[config.mk]
export PLATFORM = sky130hd
export DESIGN_NAME = rm_or_stage
export DESIGN_NICKNAME = d
export VERILOG_FILES = /design/src/rtl/rm_pkg.sv /design/src/rtl/rm_or_stage.sv
export SDC_FILE = /design/constraint.sdc
export NUM_CORES = 1
export LEC_CHECK = 0
export BUFFER_PORTS_ARGS = -buffer_cell sky130_fd_sc_hd__buf_2
export CAP_MARGIN = 20
export CORE_AREA = 2 2 207 209
export DETAILED_ROUTE_END_ITERATION = 8
export DIE_AREA = 0 0 209 211
export GPL_ROUTABILITY_DRIVEN = 1
export SLEW_MARGIN = 20
export SYNTH_ARGS = -nofsm -noshare
export SYNTH_HDL_FRONTEND = slang
export SYNTH_SLANG_ARGS = --single-unit
export TNS_END_PERCENT = 10
[constraint.sdc]
create_clock -name clk -period 1.42 [get_ports clk]
set_input_delay 0.142 -clock clk [delete_from_list [all_inputs] [get_ports clk]]
set_output_delay 0.142 -clock clk [all_outputs]
set_load 0.02 [all_outputs]
[src/rtl/rm_pkg.sv]
// ----------------------------------------------------------------------------
// rm_pkg
// Shared constants, types and state codes of the running median block.
// ----------------------------------------------------------------------------
package rm_pkg;

  // Default store depth and sample width.
  localparam int RM_MAX_SAMPLES = 1024;
  localparam int RM_SAMPLE_BITS = 16;

  // Width of one first-level group of the median select tree.
  localparam int RM_GROUP = 32;

  // Control bits that one cell hands to its upper neighbor.
  typedef struct packed {
    logic valid;  // the cell holds a stored sample
    logic gt;     // the stored sample is greater than the incoming word
    logic mk;     // the cell sits at the upper middle position
  } cell_ctl_t;

  // Sequencer states, one-hot.
  typedef enum logic [3:0] {
    S_IDLE = 4'b0001,
    S_GRP  = 4'b0010,
    S_TOP  = 4'b0100,
    S_DONE = 4'b1000
  } rm_state_t;

endpackage

[src/rtl/rm_or_stage.sv]
// ----------------------------------------------------------------------------
// rm_or_stage
// One registered level of the median select tree: ORs pre-gated words.
// ----------------------------------------------------------------------------
module rm_or_stage #(
  parameter int WIDTH = rm_pkg::RM_SAMPLE_BITS,
  parameter int NUM   = rm_pkg::RM_GROUP
) (
  input  logic             clk,
  input  logic             ld,
  input  logic [WIDTH-1:0] din [NUM],
  output logic [WIDTH-1:0] dout_r
);
  import rm_pkg::*;

  logic [WIDTH-1:0] acc;

  // At most one input is nonzero, so the OR is a select.
  always_comb begin
    acc = '0;
    for (int i = 0; i < NUM; i++) begin
      acc = acc | din[i];
    end
  end

  always_ff @(posedge clk) begin
    if (ld) begin
      dout_r <= acc;
    end
  end

endmodule
==> summary.md <==
| Metric | Value |
|---|---|
| Critical path data required time | about 1.5 ns |
| Starting density of the core | 0.04027 |
| CP Launch Type | input port |
| Initial detailed-routing violation count | 238 |
| Yosys cell types | 5 |
| GRT Util Overall | 0.07529 |
| Maximum VDD drop | between 0.0003 and 0.0004 V |
| CTS Root Cell | clkbuf_16 |
| CTS Hold Bufs | 0 |
| Worst slew pin tran | between 0.5 and 0.6 ns |
| I/O Pins | between 500 and 600 |
| Area growth syn-to-layout | 206.6% |
| Leakage power | 2.394 nW |
| Buf+Inv Stages, Crit Path | 1 |
| DIE AREA | between 40000 and 50000 um2 |
| CTS tree | yes |
| Top reg by flops | dout_r |
| Cell count after synthesis | ~190 |
| Initial DRT Pass Iterations | 4 |
| Core Box Area | 41760 um2 |
| Die Width | ~210 um |
| Routed wire length | 18010 um |
| Vias per cell | 3.327 |
| Vias in the first global route | between 4000 and 5000 |
| Clk buf depth | 2 |
| GPL Wtd Cong | around 0.87 |
| Seq/Total Area, Yosys | 0.2857 |
| Num rows | 75 |
| Hold Violations, Final | 0 |
| Cell Area, Synth | 1682 um2 |
| Worst-path cell chain | buf_2 -> nor4_1 -> nand4_1 -> or2_1 |
| Post-Route Utilization | 0.1235 |
| Cts repair resizes | 0 |
| RSZ-0062 raised after global routing | no |
| Syn avg cell area | a little under 9 um2 |
| Layout Nets | between 1000 and 1500 |
| GRT Residual Overflow | 0 |
| Crit path time final | ~1.3 ns |
| H-tree depth | 1 |
| Post-DRT Antenna Nets | 0 |
| Max-slew violations | 0 |
| Largest registers | dout_r (16) |
| Via count | 4248 |
| Hold Path Class | in2reg |
| Fmax | about 800 MHz |
| First-pass GRT wire length | approximately 24000 um |
| Port Buf Inserts | roughly 530 |
| Setup TNS | 0 ns |
| Routed len/inst | ~14 um |
| Die height | 211 um |
| Post-CTS setup buffer count | 0 |
| Crit Path Class | in2reg |
| CP max stage delay | around 0.53 ns |
| Hpwl dp | between 15000 and 20000 um |
| Final setup margin | 0.1415 ns |
| Warnings from Yosys | 0 |
| Initial antenna violation count | 14 |
| TritonCTS buffer count | 3 |
| Slew margin rel. | 0.6179 |
| Slowest-stage cell, CP | nor4_1 |
| Crit. End Element | register |
| Power per standard cell area | 426.8 nW/um2 |
| Critical path peak fanout | 1 |
| Final Cycle Share | 0.9004 |
| Seq cells post-synth | 16 |
| Clock transition at path regs | ~0.080 ns |
| # fillers | a little under 5000 |
| Max Cap Viol | 0 |
| Post-Place Setup Slack | -0.07720 ns |
| Share of post-route cells with drive strength above 1 | 0.7589 |
| Final Setup Violations | 0 |
| Number of flip-flops under the largest register name | 16 |
| Crit path arrival time | 1.32 ns |
| CP delay by family, top | simple AND/OR/NAND/NOR gates |
| Syn nets | a little over 700 |
| Largest net degree at the start of global routing | 17 |
| Status | completed |
| Clock Sinks | 16 |
| Drc violations | 0 |
[logic make-up (layout without fill, tap and decap cells)]
| family | Yosys count | after routing | share of synthesized area |
|---|---|---|---|
| and+or+nand+nor | 176 | 176 | 0.7143 |
| DFF | 16 | 16 | 0.2857 |
| other | 0 | 8 | 0 |
| buffers and inverters | 0 | 538 | 0 |
[power breakdown]
part | leakage [nW] | switching, mW | internal, mW
Clock | 0.0370 | 0.340 | 0.378
Combinational | 2.20 | 0.367 | 0.566
Sequential | 0.161 | 0.00964 | 0.541
[metrics by stage]
step                std cells  hold WS (ns)  cell area (um2)  total power, mW
global route             1277        0.2160             5156            2.368
global placement         1266        0.5046             5061            1.475
detailed placement       1266        0.5107             5061            1.490
finish                   1277        0.2118             5156            2.200
CTS                      1269        0.1954             5136            2.299
floorplan                 192        0.2545             1682           0.6627
[path summary, 6_finish.rpt]
check	startpoint	end	depth (start not counted)
max	din[437]	dout_r[5]$_DFFE_PP_	4
min	din[133]	dout_r[5]$_DFFE_PP_	4
[layout make-up]
type                            count  area [um2]  area share
Antenna cell                        8       20.02    0.003883
Clock buffer                        3       75.07     0.01456
Sequential cell                    16       480.5     0.09318
Tap cell                          539       674.4      0.1308
Multi-Input combinational cell    176        1201      0.2330
Timing Repair Buffer              535        2705      0.5246
[cell usage in the layout (no fill, tap or decap)]
| master | n |
|---|---|
| buf_12 | 1 |
| buf_2 | 529 |
| buf_4 | 5 |
| clkbuf_16 | 3 |
| diode_2 | 8 |
| edfxtp_1 | 16 |
| nand4_1 | 32 |
| nor4_1 | 112 |
| nor4_2 | 16 |
| or2_1 | 16 |
[metal layers]
metal,up-vias,part of all wire,global-route usage
met5,-,0.0030,0
met4,8,0.046,0.04236
met3,43,0.12,0.03018
met2,326,0.51,0.1362
met1,1874,0.32,0.07299
li1,1997,-,-
[cells in the mapped netlist]
cell type / count / area [um2]
nor4_2: 16 / 200.2
nand4_1: 32 / 200.2
nor4_1: 112 / 700.7
or2_1: 16 / 100.1
edfxtp_1: 16 / 480.5
No activity file was read; power rests on OpenSTA's default activity.
