<file path="config.mk">
export PLATFORM = sky130hd
export DESIGN_NAME = rm_cell
export DESIGN_NICKNAME = d
export VERILOG_FILES = /design/src/rtl/rm_pkg.sv /design/src/rtl/rm_cell.sv
export SDC_FILE = /design/constraint.sdc
export NUM_CORES = 1
export LEC_CHECK = 0
export BUFFER_PORTS_ARGS = -buffer_cell sky130_fd_sc_hd__buf_2
export CAP_MARGIN = 40
export CELL_PAD_IN_SITES_DETAIL_PLACEMENT = 0
export CELL_PAD_IN_SITES_GLOBAL_PLACEMENT = 2
export CORE_MARGIN = 5
export CORE_UTILIZATION = 28
export DETAILED_ROUTE_END_ITERATION = 6
export PLACE_DENSITY_LB_ADDON = 0.1
export SYNTH_ARGS = -nofsm -noshare
export SYNTH_HDL_FRONTEND = slang
export SYNTH_SLANG_ARGS = --single-unit
</file>
<file path="constraint.sdc">
create_clock -name clk -period 7.1 [get_ports clk]
set_clock_uncertainty 0.15 [all_clocks]
set_input_delay 0.355 -clock clk [delete_from_list [all_inputs] [get_ports clk]]
set_output_delay 0.355 -clock clk [all_outputs]
set_load 0.005 [all_outputs]
</file>
<file path="src/rtl/rm_pkg.sv">
// ----------------------------------------------------------------------------
// rm_pkg
// Shared constants, types and state codes of the running median block.
// ----------------------------------------------------------------------------
package rm_pkg;

  // Default store depth and sample width.
  localparam int RM_MAX_SAMPLES = 1024;
  localparam int RM_SAMPLE_BITS = 16;

  // Width of one first-level group of the median select tree.
  localparam int RM_GROUP = 32;

  // Control bits that one cell hands to its upper neighbor.
  typedef struct packed {
    logic valid;  // the cell holds a stored sample
    logic gt;     // the stored sample is greater than the incoming word
    logic mk;     // the cell sits at the upper middle position
  } cell_ctl_t;

  // Sequencer states, one-hot.
  typedef enum logic [3:0] {
    S_IDLE = 4'b0001,
    S_GRP  = 4'b0010,
    S_TOP  = 4'b0100,
    S_DONE = 4'b1000
  } rm_state_t;

endpackage

</file>
<file path="src/rtl/rm_cell.sv">
// ----------------------------------------------------------------------------
// rm_cell
// One slot of the sorted insertion chain, with its middle-position marker.
// ----------------------------------------------------------------------------
module rm_cell #(
  parameter int SAMPLE_BITS = rm_pkg::RM_SAMPLE_BITS,
  parameter bit FIRST       = 1'b0
) (
  input  logic                          clk,
  input  logic                          rst_n,
  input  logic                          ins,
  input  logic                          mk_shift,
  input  logic signed [SAMPLE_BITS-1:0] x,
  input  logic signed [SAMPLE_BITS-1:0] prev_val,
  input  rm_pkg::cell_ctl_t             prev_ctl,
  output logic signed [SAMPLE_BITS-1:0] val_r,
  output rm_pkg::cell_ctl_t             ctl
);
  import rm_pkg::*;

  logic                          valid_r;
  logic                          valid_nxt;
  logic                          mk_r;
  logic                          mk_nxt;
  logic                          gt;
  logic signed [SAMPLE_BITS-1:0] val_nxt;

  assign gt = valid_r && (val_r > x);

  // A greater neighbor below shifts up into this slot; the first slot that
  // is greater or empty takes the new word.
  always_comb begin
    val_nxt = val_r;
    if (ins) begin
      if (prev_ctl.gt) begin
        val_nxt = prev_val;
      end else if (gt || !valid_r) begin
        val_nxt = x;
      end
    end
  end

  assign valid_nxt = ins ? (valid_r | prev_ctl.valid) : valid_r;
  assign mk_nxt    = mk_shift ? prev_ctl.mk : mk_r;

  always_ff @(posedge clk) begin
    if (!rst_n) begin
      valid_r <= 1'b0;
      mk_r    <= FIRST;
    end else begin
      valid_r <= valid_nxt;
      mk_r    <= mk_nxt;
    end
  end

  always_ff @(posedge clk) begin
    val_r <= val_nxt;
  end

  assign ctl.valid = valid_r;
  assign ctl.gt    = gt;
  assign ctl.mk    = mk_r;

endmodule

</file>
==> results by group, run 1 <==
Route
  – Routed vias/inst: 4.548
  – Post-route DRC: 0
  – DRT iter0 DRCs: 50
  – First-pass iteration count of the detailed router: 4
  – Via count: 1046
  – Drt wl/cell: 13.03 um
  – Antenna Violating Nets Remaining: 0
  – Final WL: 2.997 mm

Die
  – Floorplan core area: 0.004294 mm^2
  – Die span in y: 75.87 um
  – Die area: 0.005756 mm^2
  – Num rows: 24
  – Die W: 75.87 um
  – # IOs: 58
  – Starting Density: 28.29%

Finish
  – Layout cells sized above 1: 38.20%
  – # fillers: 468
  – Synth-to-layout area growth: 30.59%
  – Diode count: 0
  – # nets final: 234
  – Register area: 520.5 um^2
  – Multi-input gate area: 593.1 um^2

Worst setup path
  – Worst path slowest cell: or3_2
  – WP data arrival: 2.43 ns
  – R2R setup slack: 4.26 ns
  – Largest delay contributor family on the critical path: compound AO/OA/AOI/OAI gates
  – Crit path buffers/inverters: 1
  – CP Max Fanout: 3
  – R2r endpoint: val_r[10]
  – Startpoint types: flop
  – Slowest stage delay, CP: 0.49 ns
  – Req. time, crit path: 6.59 ns
  – Worst-path cell chain: ha_1 > nor2b_1 > o211ai_2 > a211oi_4 > or3_2 > a2111oi_2 > buf_2
  – Worst setup startpoint: val_r[1]
  – Crit Path Category: reg2out
  – Crit path capture type: output port
  – Reg2Reg Depth: 6
  – Origin of the critical flop-to-flop path: val_r[14]

Worst hold path
  – Worst Hold Path EP: valid_r
  – Worst Hold Depth: 2
  – Min-delay src: rst_n
  – Min-delay worst type: in2reg

Synth
  – Area leader, netlist: edfxtp_1
  – Seq/Total Area, Yosys: 42.84%
  – Top cell type's share of synthesized area: 39.55%
  – Synth cell count leaders: 18 x inv_1, 18 x nand2_1, 16 x edfxtp_1, 16 x ha_1, 15 x o21ai_0
  – Top post-synthesis cells by area: edfxtp_1 40%, ha_1 16%, o21ai_0 6.2%
  – Synth Warn #: 0
  – Avg Cell Area, Syn: 9.877 um^2
  – Yosys cell types: 30
  – Synth Cell Area: 0.001215 mm^2
  – Cells after synthesis: 123
  – Syn_nets: 178
  – Post-synth EDFFs: 16
  – Flops & latches, synth: 18
  – Main synth FF type: edfxtp_1
  – Synth async-reset ratio: 0%

Status
  – Outcome: finished, final reports clean

Placed design
  – Port Buffer Count: 57
  – HPWL after DPL: 2.384 mm
  – Placer Congestion: 0.7519

GRT
  – Largest net degree at the start of global routing: 33
  – First-pass GRT wire length: 4.581 mm
  – GR Util All Layers: 10.59%
  – Initial antenna violation count: 0
  – Vias in the first global route: 1057
  – Total gr overflow: 0

Clocking
  – # hold bufs at CTS: 0
  – Latest clock arrival within the worst-skew pair: 0.26 ns
  – Worst-path clk slew: 0.08 ns
  – Number of gates resized after CTS: 0
  – H-Tree Level Count: 1
  – Setup bufs post-CTS: 0
  – Root buffer cell: clkbuf_8
  – CTS tree: done
  – CTS Sinks: 18
  – CTS buffer count: 3
  – Longest Clk Path Bufs: 2

Timing
  – Setup TNS: 0 ns
  – Final-report hold violation count: 0
  – Fin. max-slew vios: 0
  – RSZ-0062 raised after global routing: false
  – Period minus WS final: 2.935 ns
  – FMAX: 0.3407 GHz
  – Final setup fails: 0
  – Final period utilization: 41.34%
  – Hold WS: 0.1650 ns
  – Slew @ Worst Pin: 0.6721 ns
  – Worst relative slew slack: 55.20%

Power
  – Pwr/cell area: 173.5 mW/mm^2
  – Leakage power: 0.7891 nW
  – Max IR drop VDD: 0.05324 mV

Run
  – Max-cap violation count: 0
[metal layers]
layer,GRT usage [%],up-vias,share of wire (%)
met2,18.35,31,48
met3,2.243,4,7.2
met5,0,-,0
met4,4.660,0,1.2
li1,-,545,-
met1,12.49,466,43
[through the flow]
step / total power, mW / cell area (um^2) / std cells / setup slack (ns) / util [%]
CTS: 0.2803 / 1587 / 230 / 4.132 / 36.95
global route: 0.2916 / 1587 / 230 / 3.999 / 36.95
finish: 0.2752 / 1587 / 230 / 4.165 / 36.95
floorplan: 0.1663 / 1215 / 123 / 4.520 / -
detailed placement: 0.1921 / 1531 / 226 / 4.159 / 35.66
global placement: 0.1918 / 1531 / 226 / 4.199 / 35.66
[logic make-up after synthesis]
group           after synthesis  share of synthesized area, %
flops                        18                         42.84
buf+inv                      24                         8.341
compound gates               32                         17.92
mux                           2                         1.751
fa+ha+maj                    16                         16.48
simple gates                 31                         12.67
[final cells by class]
type,count,area share [%]
sequential,18,32.81
timing repair buffer,57,17.98
inverter,18,4.259
tap,52,4.101
multi-input combinational,81,37.38
clock buffer,4,3.470
[cells in the final DEF, fill, tap and decap left out, types with 2 or more instances in the layout]
cell      netlist  final
edfxtp_1       16     16
dfxtp_1         2      2
nand4_1         2      2
nand2_1        18     18
inv_1          18     18
a21oi_1         6      6
nor2_1          2      2
o21ai_0        15     15
nor2b_1         3      3
buf_2           0     57
ha_1           16     16
a21o_1          2      2
clkbuf_8        0      4
[power breakdown]
group,switching [mW],leakage (nW),internal [mW]
clock network,0.0376,0.0288,0.0493
registers,0.00420,0.175,0.125
logic,0.0311,0.586,0.0279
total,0.0729,0.789,0.202
[state kept, by name (all words and copies together), names as in the netlist]
register and count:
mk_r 1, val_r 16, valid_r 1
[worst max-delay path by stage]
| stage | endpoint | slack [ns] | cells past startpoint |
|---|---|---|---|
| 4_1_cts | ctl[1] | 4.13 | 7 |
| 2_1_floorplan | val_r[0] | 4.52 | 6 |
| 6_report | ctl[1] | 4.16 | 7 |
| 3_5_place_dp | val_r[10] | 4.16 | 8 |
| 5_1_grt | ctl[1] | 4.00 | 6 |
| 3_3_place_gp | val_r[8] | 4.20 | 8 |
Note: power is estimated with default switching activity, not from simulation.
==> run 2: changes to the inputs <==
CORE_UTILIZATION = 26   (was 28)
clock period = 3 ns   (was 7.1 ns; I/O delays follow)
==> results by group, run 2 (synthesis gave the netlist of run 1 again) <==
Die
  – Starting Density: 27.34% (-0.96 points)
  – Die area: 0.006140 mm^2 (+6.7%)
  – Floorplan core area: 0.004444 mm^2 (+3.5%)
  – Die W: 78.36 um (+3.3%)
  – Num rows: 24 (unchanged)
  – Die span in y: 78.36 um (+3.3%)
  – # IOs: 58 (unchanged)

Power
  – P_int: 0.4569 mW (+130%)
  – Leakage power: 0.8032 nW (+1.8%)
  – Power, Total: 0.6289 mW (+130%)
  – Max IR drop VDD: 0.2334 mV (+340%)
  – Clk network pwr share: 28.6% (-3.0 points)
  – Pwr/cell area: 390.2 mW/mm^2 (+120%)
  – Seq pwr share: 48.4% (+1.4 points)
  – Switch share: 27.35% (+0.85 points)
  – Combinational Power Share: 23.0% (+1.6 points)
  – Psw: 0.1720 mW (+140%)

Finish
  – Design Area, Final: 0.001612 mm^2 (+1.6%)
  – Synth-to-layout area growth: 32.65%
  – Most common cell after layout, fill and taps aside: buf_2
  – Layout cells sized above 1: 37.91% (-0.29 points)
  – Post-route insts no fill: 234 (+1.7%)
  – Core Util, Final: 36.26% (-0.69 points)
  – Most frequent cells in the layout: 57 x buf_2, 18 x inv_1, 18 x nand2_1, 16 x ha_1, 16 x edfxtp_1
  – Largest regs: val_r (16), mk_r (1), valid_r (1)
  – Diode count: 0 (unchanged)
  – Flip-flop count of the largest register after layout: 16 (unchanged)
  – Biggest register: val_r
  – # nets final: 238 (+1.7%)
  – # fillers: 483 (+3.2%)

Route
  – Routed vias/inst: 4.585 (+0.83%)
  – Antenna Violating Nets Remaining: 0 (unchanged)
  – Post-route DRC: 0 (unchanged)
  – DRT iter0 DRCs: 19 (-62%)
  – Drt wl/cell: 12.79 um (-1.9%)
  – Via count: 1073 (+2.6%)
  – Final WL: 2.992 mm (-0.17%)
  – First-pass iteration count of the detailed router: 4 (unchanged)

Placed design
  – Placed Cells: 228 (+0.88%)
  – Setup WS pre-CTS: 0.4852 ns (-3.673 ns)
  – Placer Congestion: 0.7688 (+2.2%)
  – Placed inst area: 0.001546 mm^2 (+0.98%)
  – Port Buffer Count: 57 (unchanged)
  – HPWL after DPL: 2.433 mm (+2.1%)

Clocking
  – CTS Sinks: 18 (unchanged)
  – CTS tree: done
  – Worst-path clk slew: 0.08 ns (about the same)
  – H-Tree Level Count: 1 (unchanged)
  – Longest Clk Path Bufs: 2 (unchanged)
  – Root buffer cell: clkbuf_8
  – Setup bufs post-CTS: 0 (unchanged)
  – Latest clock arrival within the worst-skew pair: 0.26 ns (about the same)
  – Number of gates resized after CTS: 0 (unchanged)
  – CTS buffer count: 3 (unchanged)
  – # hold bufs at CTS: 2 (+2)

Run
  – Max-cap violation count: 0 (unchanged)

Timing
  – Final-report hold violation count: 0 (unchanged)
  – Slew @ Worst Pin: 0.5094 ns (-0.1627 ns)
  – Worst relative slew slack: 66.04% (+11 points)
  – Final worst slack: 0.3188 ns (-3.846 ns)
  – Fin. max-slew vios: 0 (unchanged)
  – Setup TNS: 0 ns (unchanged)
  – Final period utilization: 89.37%
  – Period minus WS final: 2.681 ns
  – Final setup fails: 0 (unchanged)
  – FMAX: 0.3730 GHz
  – RSZ-0062 raised after global routing: false
  – Hold WS: 0.004855 ns (-0.1601 ns)

Worst setup path
  – CP Max Fanout: 3 (unchanged)
  – Req. time, crit path: 2.70 ns (-3.89 ns)
  – WP data arrival: 2.38 ns (-0.05 ns)
  – Crit path capture type: output port
  – Startpoint types: flop
  – Crit Path Category: reg2out

Worst hold path
  – Min-delay worst type: in2reg

GRT
  – Largest net degree at the start of global routing: 33 (unchanged)
  – Total gr overflow: 0 (unchanged)
  – Vias in the first global route: 1098 (+3.9%)
  – First-pass GRT wire length: 4.968 mm (+8.4%)
  – Initial antenna violation count: 0 (unchanged)
  – GR Util All Layers: 10.15% (-0.44 points)

Status
  – Outcome: finished, final reports clean
run 2: cell count changes in the layout (fill, tap and decap cells not counted), sizes merged:
cell | previous run | this run
clkbuf | 4 | 3
buf | 57 | 59
clkinv | 0 | 1
dlygate4sd3 | 0 | 2
run 2: final timing paths:
path | endpoint | cells past startpoint | slack [ns] | from
hold reg to reg | mk_r | 2 | 0.36 | mk_r
setup reg to reg | val_r[11] | 7 | 0.48 | val_r[14]
hold / removal | mk_r | 3 | 0.005 | prev_ctl[0]
setup / recovery | ctl[1] | 7 | 0.32 | val_r[1]
run 2: power by group through the flow:
| stage | sequential (mW) | clock [mW] | combinational, mW |
|---|---|---|---|
| 4_1_cts | 0.305 | 0.192 | 0.149 |
| 2_1_floorplan | 0.312 | 0 | 0.0816 |
| 3_3_place_gp | 0.310 | 0 | 0.146 |
| 3_5_place_dp | 0.311 | 0 | 0.146 |
| 6_report | 0.305 | 0.180 | 0.145 |
| 5_1_grt | 0.307 | 0.197 | 0.170 |
run 2: area by class of cell:
cell class / count / area [um^2] / share of cell area, %
Clock inverter: 1 / 3.754 / 0.2329
Multi-Input combinational cell: 81 / 593.1 / 36.80
Tap cell: 52 / 65.06 / 4.037
Sequential cell: 18 / 520.5 / 32.30
Clock buffer: 3 / 41.29 / 2.562
Inverter: 18 / 67.56 / 4.193
Timing Repair Buffer: 61 / 320.3 / 19.88
run 2: critical path: stages (launching register included):
cell and delay, ns:
edfxtp_1 0.40, ha_1 0.30, nor2b_1 0.14, o211ai_2 0.18
a211oi_4 0.09, or3_2 0.49, a2111oi_2 0.35, buf_2 0.17
run 2: routing by layer:
layer	wire (um)	vias to the layer above	track usage (%)
met5	0	-	0
met4	19	0	1.573
met3	255	2	4.233
met2	1444	40	17.29
met1	1272	480	12.22
li1	-	551	-
==> run 3: changes to the inputs <==
PLACE_DENSITY = 0.83   (was not set)
PLACE_DENSITY_LB_ADDON = not set   (was 0.1)
==> results by group, run 3 (synthesis gave the netlist of run 1 again) <==
Finish
  – Most frequent cells in the layout: 57 x buf_2, 18 x inv_1, 18 x nand2_1, 16 x ha_1, 16 x edfxtp_1
  – Diode count: 0 (unchanged)
  – Most common cell after layout, fill and taps aside: buf_2
  – Flip-flop count of the largest register after layout: 16 (unchanged)
  – Biggest register: val_r
  – Core Util, Final: 36.49% (+0.23 points)
  – Layout cells sized above 1: 38.46% (+0.55 points)
  – # nets final: 238 (unchanged)
  – # fillers: 468 (-3.1%)
  – Synth-to-layout area growth: 33.47%
  – Largest regs: val_r (16), mk_r (1), valid_r (1)

Route
  – First-pass iteration count of the detailed router: 4 (unchanged)
  – Via count: 1064 (-0.84%)
  – DRT iter0 DRCs: 33 (+14)
  – Antenna Violating Nets Remaining: 0 (unchanged)
  – Final WL: 3.064 mm (+2.4%)
  – Routed vias/inst: 4.547 (-0.84%)
  – Post-route DRC: 0 (unchanged)
  – Drt wl/cell: 13.09 um (+2.4%)

Run
  – Max-cap violation count: 0 (unchanged)

Timing
  – Period minus WS final: 2.776 ns (+0.09483 ns)
  – Setup TNS: 0 ns (unchanged)
  – Final-report hold violation count: 0 (unchanged)
  – RSZ-0062 raised after global routing: false
  – Slew @ Worst Pin: 0.4888 ns (-0.02054 ns)
  – FMAX: 0.3602 GHz (-3.4%)
  – Final setup fails: 0 (unchanged)
  – Fin. max-slew vios: 0 (unchanged)
  – Worst relative slew slack: 67.41% (+1.4 points)
  – Final period utilization: 92.53% (+3.2 points)

Die
  – Die span in y: 78.36 um (unchanged)
  – Starting Density: 27.34% (unchanged)
  – Num rows: 24 (unchanged)
  – Die W: 78.36 um (unchanged)
  – # IOs: 58 (unchanged)
  – Die area: 0.006140 mm^2 (unchanged)
  – Floorplan core area: 0.004444 mm^2 (unchanged)

GRT
  – GR Util All Layers: 10.44% (+0.29 points)
  – Largest net degree at the start of global routing: 33 (unchanged)
  – Total gr overflow: 0 (unchanged)
  – Initial antenna violation count: 0 (unchanged)
  – First-pass GRT wire length: 5.140 mm (+3.5%)
  – Vias in the first global route: 1134 (+3.3%)

Clocking
  – H-Tree Level Count: 1 (unchanged)
  – CTS tree: done
  – Latest clock arrival within the worst-skew pair: 0.26 ns (about the same)
  – Longest Clk Path Bufs: 2 (unchanged)
  – Number of gates resized after CTS: 0 (unchanged)
  – Worst-path clk slew: 0.07 ns (about the same)
  – Setup bufs post-CTS: 0 (unchanged)
  – # hold bufs at CTS: 2 (unchanged)
  – CTS buffer count: 3 (unchanged)
  – Root buffer cell: clkbuf_8
  – CTS Sinks: 18 (unchanged)

Worst setup path
  – Largest delay contributor family on the critical path: simple AND/OR/NAND/NOR gates
  – Worst setup startpoint: val_r[14]
  – R2R setup slack: 0.46 ns (-0.02 ns)
  – WP data arrival: 2.48 ns (+0.10 ns)
  – Worst-path cell chain: ha_1 > nand4_2 > or3_4 > a211oi_4 > nor4_1 > a2111oi_2 > buf_2
  – Origin of the critical flop-to-flop path: val_r[14]
  – CP endpoint: ctl[1]
  – Worst path slowest cell: or3_4
  – Slowest stage delay, CP: 0.44 ns (-0.05 ns)
  – Req. time, crit path: 2.70 ns (about the same)
  – Crit path capture type: output port
  – Crit path buffers/inverters: 1 (unchanged)
  – WP depth: 7 (unchanged)
  – Crit Path Category: reg2out
  – R2r endpoint: val_r[5]
  – Startpoint types: flop
  – CP Max Fanout: 3 (unchanged)
  – Reg2Reg Depth: 7 (unchanged)

Power
  – Max IR drop VDD: 0.1667 mV (-29%)
  – Leakage power: 0.8088 nW (+0.70%)
  – Pwr/cell area: 404.4 mW/mm^2 (+3.6%)

Status
  – Outcome: finished, final reports clean

Placed design
  – Placer Congestion: 0.7284 (-5.3%)
  – Port Buffer Count: 57 (unchanged)
  – HPWL after DPL: 2.548 mm (+4.7%)

Worst hold path
  – Min-delay worst type: in2reg
run 3: changes by cell type in the layout (fill, tap and decap cells not counted):
cell      before  now
clkbuf_8       3    4
clkinv_1       1    0
run 3: cell type report:
cell class	count	area (um^2)	area share, %
clock buffers	4	55.05	3.395
inverters	18	67.56	4.167
multi-input cells	81	593.1	36.57
flip-flops and latches	18	520.5	32.10
well taps	52	65.06	4.012
repair buffers	61	320.3	19.75
run 3: worst min-delay path by stage:
stage | startpoint | endpoint | slack (ns) | cells past startpoint
4_1_cts | prev_val[14] | val_r[14] | 0.02 | 3
2_1_floorplan | rst_n | valid_r | 0.13 | 1
6_report | prev_val[14] | val_r[14] | 0.01 | 3
3_3_place_gp | rst_n | valid_r | 0.22 | 2
3_5_place_dp | rst_n | valid_r | 0.23 | 2
5_1_grt | prev_val[2] | val_r[2] | 0.03 | 3
run 3: metrics by stage:
| stage | worst slack, ns | instance area [um^2] | instances | hold slack [ns] | power (mW) |
|---|---|---|---|---|---|
| global placement | 0.5101 | 1546 | 228 | 0.2230 | 0.4531 |
| CTS | 0.1915 | 1622 | 234 | 0.01533 | 0.6638 |
| floorplan | 0.4196 | 1215 | 123 | 0.1282 | 0.3935 |
| global route | 0.1283 | 1622 | 234 | 0.03238 | 0.6998 |
| detailed placement | 0.4974 | 1546 | 228 | 0.2323 | 0.4570 |
| finish | 0.2240 | 1622 | 234 | 0.01380 | 0.6557 |
run 3: routing by layer:
metal	up-vias	global-route usage, %	routed length, um
li1	555	-	-
met1	472	12.66	1303
met2	34	18.41	1515
met3	3	2.746	216
met4	0	2.622	29
met5	-	0	0
run 3: power by group:
group	switching (mW)	internal (mW)	leakage, nW
logic	0.0756	0.0706	0.605
registers	0.0101	0.296	0.175
clock network	0.0868	0.117	0.0288
run 3: tightest hold or removal path, delay by kind of cell:
family,cells,cell delay (ns)
compound gates,1,0.05
buf+inv,1,0.08
simple gates,1,0.03
